===== config.mk =====
export PLATFORM = sky130hd
export DESIGN_NAME = rtbt_queue
export DESIGN_NICKNAME = d
export VERILOG_FILES = /design/src/design/raster_to_block_tiler_unit_macros.svh /design/src/design/rtbt_pkg.sv /design/src/design/rtbt_queue.sv
export SDC_FILE = /design/constraint.sdc
export NUM_CORES = 1
export LEC_CHECK = 0
export BUFFER_PORTS_ARGS = -buffer_cell sky130_fd_sc_hd__buf_2
export CORE_AREA = 4 4 416 418
export DETAILED_ROUTE_END_ITERATION = 10
export DIE_AREA = 0 0 420 422
export PLACE_DENSITY_LB_ADDON = 0.25
export SLEW_MARGIN = 20
export SYNTH_ARGS = -nofsm -noshare
export SYNTH_HDL_FRONTEND = slang
export SYNTH_SLANG_ARGS = --single-unit

===== constraint.sdc =====
create_clock -name aclk -period 45.5 [get_ports aclk]
set_clock_uncertainty 0.2 [all_clocks]
set_input_delay 13.65 -clock aclk [delete_from_list [all_inputs] [get_ports aclk]]
set_output_delay 13.65 -clock aclk [all_outputs]
set_load 0.01 [all_outputs]

===== src/design/raster_to_block_tiler_unit_macros.svh =====
// Assertion macros for the raster to block tiler.
// Included by the top level only; expects aclk and aresetn in scope.
`ifndef RASTER_TO_BLOCK_TILER_UNIT_MACROS_SVH
`define RASTER_TO_BLOCK_TILER_UNIT_MACROS_SVH

// Same-cycle implication, ignored while in reset
`define RTBT_ASSERT_IMPL(label, ante, cons, msg) \
    label: assert property (@(posedge aclk) disable iff (!aresetn) (ante) |-> (cons)) \
        else $error(msg);

// Next-cycle implication, ignored while in reset
`define RTBT_ASSERT_NEXT(label, ante, cons, msg) \
    label: assert property (@(posedge aclk) disable iff (!aresetn) (ante) |=> (cons)) \
        else $error(msg);

`endif


===== src/design/rtbt_pkg.sv =====
// Shared types and constants for the raster to block tiler.
// No dependencies; imported by every module of the block.
`default_nettype none
package rtbt_pkg;

    localparam int DEF_MAX_WIDTH = 2048;
    localparam int QDEPTH        = 4;
    localparam int QAW           = 2;
    localparam int QCW           = 3;

    // register indexes of the configuration port
    localparam logic [1:0] REG_WIDTH  = 2'd0;
    localparam logic [1:0] REG_HEIGHT = 2'd1;
    localparam logic [1:0] REG_DROP   = 2'd2;

    // one finished block, pix[row][col]
    typedef struct packed {
        logic [8:0]             bx;
        logic [13:0]            by;
        logic                   solid;
        logic [3:0][3:0][31:0]  pix;
    } blk_entry_t;

    // queue status seen by the front end
    typedef struct packed {
        logic           empty;
        logic [QCW-1:0] count;
    } q_stat_t;

    // result item as packed into tdata, lowest field last
    typedef struct packed {
        logic [31:0] pix_d;
        logic [31:0] pix_c;
        logic [31:0] pix_b;
        logic [31:0] pix_a;
        logic [1:0]  block_row;
        logic [13:0] block_y;
        logic [8:0]  block_x;
    } out_item_t;

endpackage
`default_nettype wire


===== src/design/rtbt_queue.sv =====
// Short block queue between front and back ends.
// Depends on rtbt_pkg.
`default_nettype none
module rtbt_queue
    import rtbt_pkg::*;
(
    input  wire logic       aclk,
    input  wire logic       aresetn,
    input  wire logic       push,
    input  wire blk_entry_t push_entry,
    input  wire logic       pop,
    output blk_entry_t      head,
    output q_stat_t         q_stat
);

    blk_entry_t     slot_reg [QDEPTH];
    logic [QAW-1:0] wr_ptr_reg;
    logic [QAW-1:0] rd_ptr_reg;
    logic [QCW-1:0] count_reg;

    assign head         = slot_reg[rd_ptr_reg];
    assign q_stat.empty = (count_reg == '0);
    assign q_stat.count = count_reg;

    // pointers and fill count
    always_ff @(posedge aclk) begin
        if (!aresetn) begin
            wr_ptr_reg <= '0;
            rd_ptr_reg <= '0;
            count_reg  <= '0;
        end else begin
            if (push) wr_ptr_reg <= wr_ptr_reg + QAW'(1);
            if (pop)  rd_ptr_reg <= rd_ptr_reg + QAW'(1);
            count_reg <= count_reg + QCW'(push) - QCW'(pop);
        end
    end

    always_ff @(posedge aclk) begin
        if (push) slot_reg[wr_ptr_reg] <= push_entry;
    end

endmodule
`default_nettype wire


==> metrics.yaml <==
power:
  comb_power_share_pct: 9.6
  power_frac_clock_pct: 37.7
  p_int_uw: 3380
  swShare_pct: 22.6
  p_seq_share_pct: 52.7
  p_switching_uw: 990
  ir_worst_vdd_uv: 38.3
  power_density_nw_per_um2: 47.4
  power.leakage_uw: 0.0305
  power_uw: 4370
yosys:
  synth_ff_type: "edfxtp_1"
  synth_cell_types: 20
  synth_edf_count: 2144
  synth_area_sq_um: 77600
  synthTopCellsByCount: "edfxtp_1 (2144), mux4_2 (536), buf_2 (59)"
  synth_area_leader_cell: "edfxtp_1"
  synth_top_area_share_pct: 83.0
  synth_nets: 3389
  yosysWarnings: 0
  synth_most_common_cell: "edfxtp_1"
  synth_top_cells_by_area: "edfxtp_1 (83%), mux4_2 (16%), buf_2 (0.38%)"
  synth.avg_cell_area_sq_um: 27.3
  syn_inst: 2842
  yosysSeqAreaShare_pct: 83.2
  synth_seq_cells: 2153
  synthArstFlopShare_pct: 0
sta:
  post-route-period-util_pct: 41.9
  slew-limit-headroom_pct: 17.3
  drv_slew: 0
  hold_ws_ns: 0.351
  tns_ns: 0
  hold_violations: 0
  rsz0062_at_grt: "no"
  worst_slack_ns: 26.44
  period_needed_ns: 19.06
  tightestPinTransition_ns: 1.24
  setup_violations: 0
  max_freq_mhz: 52.5
floorplan:
  die_h_um: 422
  die_w_um: 420
  start_util_pct: 45.9
  ios: 1080
  coreArea_sq_um: 169000
  row_count: 151
  die-area_sq_um: 177000
clocking:
  cts_setup_buffers: 0
  clock-sinks: 2153
  holdBufCountCts: 0
  cts_resized: 0
  cts_tree: "built"
  clkLatencyLatePin_ns: 0.82
  cts_made_buffers: 211
  clock_path_buffers: 3
  path_clk_slew_ns: 0.06
  cts_max_level: 4
  clockRootBuffer: "clkbuf_16"
cells_and_area:
  finalNetCount: 4604
  largest_reg_flops: 2144
  syn_to_final_growth_pct: 19.0
  drive_gt1_share_pct: 46.0
  final_cells: 6502
worst_hold_path:
  hp-class: "reg -> reg"
routing:
  dr.pass1.iters: 5
  dr_total_vias: 35522
  remaining_drc_errors: 0
  ant_nets: 0
  post_drt_wl_per_cell_um: 28.2
  drt_iter0_markers: 2742
  via_per_inst: 5.46
  totalWireLength_mm: 183
placed_design:
  portBuffers: 1079
  dp_cells: 6061
  gp_congestion: 0.842
  place_ws_ns: 27.08
  hpwl_mm: 120
global_routing:
  grt_util_met1_pct: 24.6
  use_met3_pct: 5.84
  grt_pass1_vias: 36599
  antenna_found_initial: 129
  busiest_layer: "met2"
  grt_max_degree: 145
  grt_pass1_wl_mm: 261
  gr-usage-all-layers_pct: 20.5
  overflow: 0
  grt.met2_usage_pct: 34.3
critical_path:
  cp_max_fo: 103
  cp_data_required_time_ns: 31.65
  crit_type: "reg -> out"
  critPathArrivalTime_ns: 5.21
  startpoint_type: "flop"
  setup.worst_path.end_class: "primary output"
flow_run:
  max_cap_violations: 0
outcome:
  status: "completed"
==> per-stage QoR <==
stage | util (%) | instance area (sq um)
final | 54.6 | 92300
after global routing | 54.5 | 92200
after CTS | 54.5 | 92100
after detailed placement | 50.6 | 85500
after global placement | 50.6 | 85500
after floorplan | - | 77600
==> cell usage in the layout (no fill, tap or decap), drive strengths merged, types with 2 or more instances in the layout <==
cell	synthesis	final
inv	7	11
ha	6	6
mux4	536	536
diode	0	65
clkbuf	6	266
xnor2	2	2
buf	114	1122
clkinvlp	0	5
nor2	5	5
clkinv	0	88
edfxtp	2144	2144
and2	6	6
bufinv	0	12
dfxtp	9	9
==> critical path, stage by stage, from the launching register on <==
cell	delay [ns]
dfxtp_4	0.82
buf_12	0.37
buf_16	0.49
buf_12	0.61
buf_4	0.88
mux4_2	0.64
buf_2	0.16
==> kinds of logic after synthesis <==
logic type      synth area share, %
flops                          83.2
mux                            15.6
buf+inv                       0.923
simple gates                 0.0887
fa+ha+maj                     0.123
xor+xnor                     0.0532
compound gates               0.0193
==> worst paths after layout <==
check	startpoint	slack [ns]	depth (start not counted)	to
hold / removal	rd_ptr_reg[0]	0.35	2	flop
hold reg to reg	rd_ptr_reg[0]	0.35	2	flop
setup reg to reg	wr_ptr_reg[0]	41.19	6	slot_reg[0][177]
setup / recovery	flop	26.44	6	head[506]
==> power by group through the flow <==
stage / combinational [uW] / clock (uW) / sequential [uW]
4_1_cts: 429 / 1690 / 2310
3_5_place_dp: 428 / 0 / 2350
3_3_place_gp: 426 / 0 / 2340
5_1_grt: 446 / 1780 / 2310
6_report: 418 / 1650 / 2310
2_1_floorplan: 232 / 0 / 2390
==> cell type report <==
class / count / area [sq um]
Antenna cell: 65 / 163
Timing Repair Buffer: 1122 / 5870
Sequential cell: 2153 / 64600
Clock inverter: 109 / 1110
Fill cell: 12784 / 76800
Multi-Input combinational cell: 562 / 12300
Inverter: 7 / 26.3
Clock buffer: 266 / 5490
Tap cell: 2218 / 2780
==> routing by layer <==
metal,part of all wire (%),wire length [um]
met1,37,67100
met2,52,95300
met3,7.1,13000
met4,4.2,7790
met5,0.14,263
Note: power is estimated with default switching activity, not from simulation.
