--- config.mk ---
export PLATFORM = sky130hd
export DESIGN_NAME = rtbt_back
export DESIGN_NICKNAME = d
export VERILOG_FILES = /design/src/design/raster_to_block_tiler_unit_macros.svh /design/src/design/rtbt_pkg.sv /design/src/design/rtbt_back.sv
export SDC_FILE = /design/constraint.sdc
export NUM_CORES = 1
export LEC_CHECK = 0
export BUFFER_PORTS_ARGS = -buffer_cell sky130_fd_sc_hd__buf_2
export CAP_MARGIN = 15
export CORE_AREA = 4 4 275 277
export CTS_BUF_LIST = sky130_fd_sc_hd__clkbuf_8 sky130_fd_sc_hd__clkbuf_16
export DETAILED_ROUTE_END_ITERATION = 8
export DIE_AREA = 0 0 279 281
export PLACE_DENSITY = 0.43
export SYNTH_ARGS = -nofsm -noshare
export SYNTH_HDL_FRONTEND = slang
export SYNTH_SLANG_ARGS = --single-unit
export TNS_END_PERCENT = 30
--- constraint.sdc ---
create_clock -name aclk -period 24.5 [get_ports aclk]
set_input_delay 3.675 -clock aclk [delete_from_list [all_inputs] [get_ports aclk]]
set_output_delay 3.675 -clock aclk [all_outputs]
set_load 0.01 [all_outputs]
--- src/design/raster_to_block_tiler_unit_macros.svh ---
// Assertion macros for the raster to block tiler.
// Included by the top level only; expects aclk and aresetn in scope.
`ifndef RASTER_TO_BLOCK_TILER_UNIT_MACROS_SVH
`define RASTER_TO_BLOCK_TILER_UNIT_MACROS_SVH

// Same-cycle implication, ignored while in reset
`define RTBT_ASSERT_IMPL(label, ante, cons, msg) \
    label: assert property (@(posedge aclk) disable iff (!aresetn) (ante) |-> (cons)) \
        else $error(msg);

// Next-cycle implication, ignored while in reset
`define RTBT_ASSERT_NEXT(label, ante, cons, msg) \
    label: assert property (@(posedge aclk) disable iff (!aresetn) (ante) |=> (cons)) \
        else $error(msg);

`endif

--- src/design/rtbt_pkg.sv ---
// Shared types and constants for the raster to block tiler.
// No dependencies; imported by every module of the block.
`default_nettype none
package rtbt_pkg;

    localparam int DEF_MAX_WIDTH = 2048;
    localparam int QDEPTH        = 4;
    localparam int QAW           = 2;
    localparam int QCW           = 3;

    // register indexes of the configuration port
    localparam logic [1:0] REG_WIDTH  = 2'd0;
    localparam logic [1:0] REG_HEIGHT = 2'd1;
    localparam logic [1:0] REG_DROP   = 2'd2;

    // one finished block, pix[row][col]
    typedef struct packed {
        logic [8:0]             bx;
        logic [13:0]            by;
        logic                   solid;
        logic [3:0][3:0][31:0]  pix;
    } blk_entry_t;

    // queue status seen by the front end
    typedef struct packed {
        logic           empty;
        logic [QCW-1:0] count;
    } q_stat_t;

    // result item as packed into tdata, lowest field last
    typedef struct packed {
        logic [31:0] pix_d;
        logic [31:0] pix_c;
        logic [31:0] pix_b;
        logic [31:0] pix_a;
        logic [1:0]  block_row;
        logic [13:0] block_y;
        logic [8:0]  block_x;
    } out_item_t;

endpackage
`default_nettype wire

--- src/design/rtbt_back.sv ---
// Back end: splits a queued block into result items behind an output register.
// Depends on rtbt_pkg.
`default_nettype none
module rtbt_back
    import rtbt_pkg::*;
(
    input  wire logic       aclk,
    input  wire logic       aresetn,
    input  wire blk_entry_t head,
    input  wire q_stat_t    q_stat,
    input  wire logic       drop_solid,
    output logic            pop,
    output logic            m_tvalid,
    input  wire logic       m_tready,
    output logic [159:0]    m_tdata,   // block_x, block_y, block_row, pix_a..pix_d
    output logic            m_tuser,   // solid
    output logic            m_tlast
);

    logic [1:0]  row_reg;
    logic        m_valid_reg;
    out_item_t   item_reg;
    logic        solid_reg;
    logic        last_reg;
    logic        load;
    logic        drop;

    assign load = !m_valid_reg || m_tready;
    assign drop = head.solid && drop_solid;
    assign pop  = load && !q_stat.empty && (drop || row_reg == 2'd3);

    assign m_tvalid = m_valid_reg;
    assign m_tdata  = {7'd0, item_reg};
    assign m_tuser  = solid_reg;
    assign m_tlast  = last_reg;

    // item sequencing
    always_ff @(posedge aclk) begin
        if (!aresetn) begin
            m_valid_reg <= 1'b0;
            row_reg     <= 2'd0;
        end else if (load) begin
            m_valid_reg <= !q_stat.empty;
            if (!q_stat.empty) begin
                row_reg <= drop ? 2'd0 : row_reg + 2'd1;
            end
        end
    end

    // output payload
    always_ff @(posedge aclk) begin
        if (load && !q_stat.empty) begin
            item_reg.block_x <= head.bx;
            item_reg.block_y <= head.by;
            solid_reg        <= head.solid;
            if (drop) begin
                item_reg.block_row <= 2'd0;
                item_reg.pix_a     <= head.pix[0][0];
                item_reg.pix_b     <= '0;
                item_reg.pix_c     <= '0;
                item_reg.pix_d     <= '0;
                last_reg           <= 1'b1;
            end else begin
                item_reg.block_row <= row_reg;
                item_reg.pix_a     <= head.pix[row_reg][0];
                item_reg.pix_b     <= head.pix[row_reg][1];
                item_reg.pix_c     <= head.pix[row_reg][2];
                item_reg.pix_d     <= head.pix[row_reg][3];
                last_reg           <= (row_reg == 2'd3);
            end
        end
    end

endmodule
`default_nettype wire

==> results of run 1 <==
[worst max-delay path: cells and delay by family]
kind	cells	cell delay [ns]
and+or+nand+nor	3	0.88
buffers and inverters	3	0.63
[stage by stage]
step	area (um^2)	total power, W
floorplan	9230	0.000435
global placement	13700	0.000521
detailed placement	13700	0.000523
CTS	14300	0.000810
global route	14300	0.000833
finish	14300	0.000788
[power groups by stage]
stage | Combinational, W | Sequential [W] | Clock [W]
3_3_place_gp | 0.000180 | 0.000341 | 0
3_5_place_dp | 0.000182 | 0.000341 | 0
4_1_cts | 0.000182 | 0.000335 | 0.000293
5_1_grt | 0.000193 | 0.000337 | 0.000303
2_1_floorplan | 0.0000822 | 0.000353 | 0
6_report | 0.000177 | 0.000335 | 0.000277
[cells by family after synthesis]
| logic type | count (synthesis) |
|---|---|
| AO/OA/AOI/OAI | 102 |
| adder cells (fa/ha/maj) | 1 |
| buffers and inverters | 69 |
| flip-flops | 158 |
| multiplexers | 128 |
| other | 1 |
| AND/OR/NAND/NOR | 169 |
[final cells by class]
type / instances / area (um^2)
Fill cell: 8083 / 58600
Sequential cell: 158 / 4720
Multi-Input combinational cell: 407 / 4170
Timing Repair Buffer: 708 / 3570
Tap cell: 959 / 1200
Clock buffer: 17 / 425
Clock inverter: 15 / 170
Antenna cell: 5 / 12.5
Inverter: 1 / 3.75
[cell usage in the layout (no fill, tap or decap), types with 7 or more instances in the layout]
cell	n
nand2_1	32
nor2_1	32
a21oi_1	64
conb_1	7
o221a_2	32
buf_2	697
clkbuf_16	17
mux4_2	96
edfxtp_1	155
and2_1	98
mux2i_1	32
buf_4	11
[layer usage]
metal | vias to the layer above | track usage
li1 | 3816 | -
met1 | 4105 | 0.116
met2 | 473 | 0.182
met3 | 46 | 0.0350
met4 | 6 | 0.0383
met5 | - | 0
[final timing paths]
kind	slack (ns)	end	cells after the start
min reg2reg	0.71	row_reg[1]$_SDFFE_PN0P_	2
max	15.58	pop	6
max reg2reg	21.05	m_tdata[63]$_SDFFCE_PP0P_	4
min	0.71	row_reg[1]$_SDFFE_PN0P_	2
==> reports/qor.csv, run 1 <==
stage,metric,value,unit
synthesis,synthMuxAreaShare,0.270,
power_and_ir_drop,ir_worst_vdd,34.2,uV
power_and_ir_drop,switching_share,0.294,
synthesis,synth_edf_count,155,
sta,fin_tns_setup,0,ns
cells_and_area,syn_to_final_growth,55.0,%
synthesis,synth_top_family_by_area,multiplexers,
sta,hold_viol_final,0,
sta,finalSetupViolCount,0,
power_and_ir_drop,p_int,0.000557,W
setup_path,worstSetupPathType,in -> out,
routing,drt_iter0_drc,352,
sta,slew_violations,0,
global_routing,grt_pass1_wl,59800,um
setup_path,required,20.82,ns
run_status,status,"finished, final reports clean",
routing,wl_met2,21800,um
sta,setup_slack,15.58,ns
synthesis,ys_top_cells_by_count,"edfxtp_1 (155), and2_1 (98), mux4_2 (96)",
routing,postRouteAntennaNets,0,
run,drv_cap,0,
sta,tightest_slew,0.999,ns
synthesis,synth_cell_types,25,
synthesis,yosysWarnings,0,
setup_path,startpoint,head[512],
cts,cts_inserted_buffers,17,
power_and_ir_drop,p_switching,0.000232,W
die,dieHeight,281,um
sta,slew_headroom,0.332,
cts,clockBufferDepth,2,
routing,post_drt_wl_per_cell,18.7,um
sta,fin_hold_ws,0.712,ns
synthesis,synthAdderAreaFrac,0.00136,
synthesis,avgSynthCellArea,14.7,um^2
setup_path,cp_max_fo,55,
cts,post_cts_buffers,0,
synthesis,yosys.area_share.simple,0.0975,
synthesis,synth_top_flop_cell,edfxtp_1,
setup_path,arrival,5.25,ns
setup_path,start_kind,primary input,
setup_path,crit_slowest_cell,nand2_4,
cts,cts_sinks,158,
power_and_ir_drop,p_seq_frac,0.424,
setup_path,r2r_start,row_reg[0]$_SDFFE_PN0P_,
cts,hold_buffers,0,
power_and_ir_drop,power_density,55.2,nW/um^2
cts,cts-htree-levels,4,
power_and_ir_drop,power_frac_comb,0.225,
global_routing,grt_max_degree,77,
synthesis,synthArstFlopShare,0,
routing,firstDrtPassIters,5,
synthesis,synth_cells,628,
synthesis,synth-compound-area-share,0.0783,
placed_design,dpl_worst_slack,15.59,ns
cts,path_clk_slew,0.07,ns
cts,cts_tree,built,
routing,highest_layer,met5,
setup_path,crit_chain,buf_2 > buf_4 > nand2_4 > nand2b_1 > and2_1 > buf_2,
cts,root_buffer,clkbuf_16,
synthesis,netlist_top_cells_area,"edfxtp_1 (51%), mux4_2 (23%), and2_1 (6.7%)",
setup_path,critPathMaxStageDelay,0.48,ns
cells_and_area,final_nets,1838,
sta,fmax,0.112,GHz
placed_design,dp_cells,2233,
synthesis,yosys.area.top_type,edfxtp_1,
placed_design,gp_congestion,0.920,
global_routing,gr-total-overflow,0,
die,die_w,279,um
die,start_util,0.126,
power_and_ir_drop,pwr-share-clk,0.351,
sta,finalClockSkew,0.0113,ns
routing,vias,8446,
setup_path,critPathCaptureType,primary output,
cells_and_area,largest_reg_flops,153,
sta,min_period,8.92,ns
synthesis,synth_most_common_cell,edfxtp_1,
routing,dr_wl_met3,4030,um
placed_design,dp_hpwl,34400,um
hold_path,hold_path.class,reg -> reg,
synthesis,ys_seq_elements,158,
routing,drcViolationCount,0,
die,coreArea,72800,um^2
routing,via_per_inst,3.72,
placed_design,port_buffers,697,
synthesis,synth_xor_area_frac,0,
die,io-pin-count,708,
sta,rsz0062_at_grt,false,
synthesis,synth_top_area_frac,0.506,
power_and_ir_drop,power.leakage,5.87,nW
cts,postCtsResizedCells,0,
cells_and_area,final_util,0.196,
cells_and_area,drive_above_1_share,0.668,
cts,worstSkewPairLatency,0.47,ns
setup_path,cpMostUsedCell,buf_2,
hold_path,hold_path_startpoint,row_reg[1]$_SDFFE_PN0P_,
global_routing,track_usage,0.103,
sta,post-route-period-util,0.364,
routing,routed_wl,42400,um
die,num_rows,99,
global_routing,antenna_found_initial,10,
synthesis,ys_seq_area_frac,0.512,
cells_and_area,final_cells,2270,
routing,wl_met1,15600,um
synthesis,synth_area,9210,um^2
global_routing,grt_pass1_vias,9079,
die,die_area,78400,um^2
Power figures use the tool's default switching activity.
==> inputs of run 2 (changes only) <==
--- a/config.mk
+++ b/config.mk
@@ -5,13 +5,14 @@
 export SDC_FILE = /design/constraint.sdc
 export NUM_CORES = 1
 export LEC_CHECK = 0
+export ABC_AREA = 1
 export BUFFER_PORTS_ARGS = -buffer_cell sky130_fd_sc_hd__buf_2
 export CAP_MARGIN = 15
-export CORE_AREA = 4 4 275 277
+export CORE_AREA = 4 4 270 272
 export CTS_BUF_LIST = sky130_fd_sc_hd__clkbuf_8 sky130_fd_sc_hd__clkbuf_16
 export DETAILED_ROUTE_END_ITERATION = 8
-export DIE_AREA = 0 0 279 281
-export PLACE_DENSITY = 0.43
+export DIE_AREA = 0 0 274 276
+export PLACE_DENSITY = 0.46
 export SYNTH_ARGS = -nofsm -noshare
 export SYNTH_HDL_FRONTEND = slang
 export SYNTH_SLANG_ARGS = --single-unit
==> constraint.sdc (replaced) <==
create_clock -name aclk -period 9.36 [get_ports aclk]
set_input_delay 1.404 -clock aclk [delete_from_list [all_inputs] [get_ports aclk]]
set_output_delay 1.404 -clock aclk [all_outputs]
set_load 0.01 [all_outputs]
==> run 2 against run 1 <==
- first-iteration DRC count increased by 63%
- global-route usage increased by 1.9 points
- flip-flop and latch count unchanged
- register-to-register slack got worse by 15 ns
- clock power increased to 2.8 times the previous value
- die area decreased by 3.5%
- final area increased by 8.0%
- critical endpoint unchanged
==> reports/qor.csv, run 2 <==
stage,metric,value,unit
cells_and_area,largest_reg_flops,153,
cts,hold_buffers,0,
die,start_util,0.147,
global_routing,gr-total-overflow,0,
power_and_ir_drop,p_int,0.00152,W
synthesis,synth_most_common_cell,nand2_1,
synthesis,yosys.area.top_type,edfxtp_1,
cts,post_cts_buffers,0,
die,num_rows,98,
sta,slew_headroom,0.376,
die,dieHeight,276,um
power_and_ir_drop,p_switching,0.000729,W
synthesis,synthAdderAreaFrac,0.00120,
synthesis,synth_area,10400,um^2
setup_path,critPathCaptureType,primary output,
cts,path_clk_slew,0.07,ns
routing,routed_wl,48400,um
synthesis,synth_cell_types,16,
synthesis,yosys.area_share.simple,0.358,
run_status,status,"finished, final reports clean",
global_routing,track_usage,0.122,
routing,via_per_inst,3.66,
placed_design,postPlaceCellArea,14800,um^2
power_and_ir_drop,power_density,146,nW/um^2
cells_and_area,final_common_cell,nand2_1,
power_and_ir_drop,p_seq_frac,0.395,
setup_path,required,7.96,ns
synthesis,netlist_top_cells_area,"edfxtp_1 (45%), nand2_1 (29%), inv_1 (9.5%)",
synthesis,synth_cells,1572,
sta,fin_tns_setup,0,ns
setup_path,worstSetupPathType,in -> out,
cells_and_area,syn_to_final_growth,47.9,%
cells_and_area,final_cell_mix,"nand2_1 (812), buf_2 (697), inv_1 (262), edfxtp_1 (155), nand3_1 (129)",
cts,cts-htree-levels,4,
cts,worstSkewPairLatency,0.46,ns
synthesis,synthArstFlopShare,0,
routing,firstDrtPassIters,4,
power_and_ir_drop,power_frac_comb,0.255,
sta,min_period,3.67,ns
cts,postCtsResizedCells,0,
sta,setup_slack,5.69,ns
sta,finalSetupViolCount,0,
global_routing,grt_pass1_wl,70200,um
synthesis,synth_top_area_frac,0.447,
placed_design,port_buffers,697,
die,io-pin-count,708,
routing,drcViolationCount,0,
synthesis,synth_xor_area_frac,0,
die,die_w,274,um
sta,finalClockSkew,0.0129,ns
setup_path,arrival,2.27,ns
cells_and_area,drive_above_1_share,0.339,
power_and_ir_drop,power,0.00225,W
synthesis,ys_seq_area_frac,0.453,
synthesis,synthMuxAreaShare,0,
sta,post-route-period-util,0.392,
synthesis,ys_top_cells_by_count,"nand2_1 (812), inv_1 (263), edfxtp_1 (155)",
placed_design,dp_hpwl,36900,um
cts,cts_inserted_buffers,17,
synthesis,synth_top_family_by_area,simple AND/OR/NAND/NOR gates,
setup_path,start_kind,primary input,
die,coreArea,70800,um^2
power_and_ir_drop,power.leakage,8.65,nW
synthesis,ys_seq_elements,158,
routing,drt_iter0_drc,575,
cells_and_area,final_nets,2753,
run,drv_cap,0,
sta,hold_viol_final,0,
synthesis,synth_top_flop_cell,edfxtp_1,
cells_and_area,design_area,15400,um^2
global_routing,grt_max_degree,86,
global_routing,grt_pass1_vias,11400,
power_and_ir_drop,ir_worst_vdd,96.3,uV
placed_design,gp_congestion,0.810,
cts,clockBufferDepth,2,
sta,slew_violations,0,
routing,postRouteAntennaNets,0,
routing,vias,11600,
power_and_ir_drop,switching_share,0.324,
sta,fmax,0.272,GHz
setup_path,cp_max_fo,37,
placed_design,dpl_worst_slack,5.67,ns
cts,cts_sinks,158,
global_routing,antenna_found_initial,3,
synthesis,synth_edf_count,155,
cts,cts_tree,built,
routing,post_drt_wl_per_cell,15.3,um
cts,root_buffer,clkbuf_16,
synthesis,avgSynthCellArea,6.63,um^2
power_and_ir_drop,pwr-share-clk,0.349,
sta,rsz0062_at_grt,false,
hold_path,hold_path.class,reg -> reg,
sta,tightest_slew,0.936,ns
synthesis,synth-compound-area-share,0.0471,
synthesis,yosysWarnings,0,
die,die_area,75600,um^2
-- run 2: changes by cell type in the layout (fill, tap and decap cells not counted), sizes merged, moves of 32 or more --
cell / previous run / this run
nand2: 33 / 813
mux4: 96 / 0
inv: 9 / 274
a21oi: 64 / 98
o221a: 32 / 0
and2: 99 / 0
mux2i: 32 / 0
nand3: 0 / 129
-- run 2: path summary, 6_finish.rpt --
| kind | slack (ns) | startpoint | endpoint | cells past startpoint |
|---|---|---|---|---|
| setup / recovery | 5.69 | head[512] | pop | 5 |
| hold / removal | 0.50 | m_tvalid$_SDFFE_PN0P_ | m_tvalid$_SDFFE_PN0P_ | 2 |
| hold reg to reg | 0.50 | m_tvalid$_SDFFE_PN0P_ | m_tvalid$_SDFFE_PN0P_ | 2 |
| setup reg to reg | 6.49 | row_reg[0]$_SDFFE_PN0P_ | m_tdata[149]$_SDFFCE_PP0P_ | 6 |
-- run 2: power groups by stage --
stage          logic, W  clock network, W  registers (W)
2_1_floorplan  0.000277                 0       0.000938
3_3_place_gp   0.000588                 0       0.000904
3_5_place_dp   0.000588                 0       0.000905
4_1_cts        0.000590          0.000820       0.000891
5_1_grt        0.000651          0.000849       0.000896
6_report       0.000574          0.000785       0.000889
-- run 2: cells by family after synthesis --
kind of cell,after synthesis
AO/OA/AOI/OAI,98
adder cells (fa/ha/maj),1
buffers and inverters,366
flip-flops,158
other,1
AND/OR/NAND/NOR,948
-- run 2: cell type report --
cell class / instances / area, um^2
tap: 950 / 1190
inverter: 266 / 1020
antenna: 1 / 2.50
clock inverter: 15 / 201
fill: 8181 / 55300
clock buffer: 17 / 425
sequential: 158 / 4720
multi-input combinational: 1054 / 4260
timing repair buffer: 711 / 3590
-- run 2: layer usage --
metal,global-route usage,share of wire
met1,0.143,0.41
met2,0.216,0.50
met3,0.0305,0.075
met4,0.0395,0.019
met5,0,0
-- run 2: metrics by stage --
stage,instances,utilization,hold slack [ns]
floorplan,1578,-,0.503
CTS,3171,0.218,0.505
global placement,3139,0.209,0.490
global route,3172,0.218,0.541
detailed placement,3139,0.209,0.493
finish,3172,0.218,0.498
-- run 2: critical path, stage by stage --
cell and delay, ns:
buf_2 0.13, nand2_2 0.06, buf_4 0.39, a21oi_1 0.12, buf_2 0.16
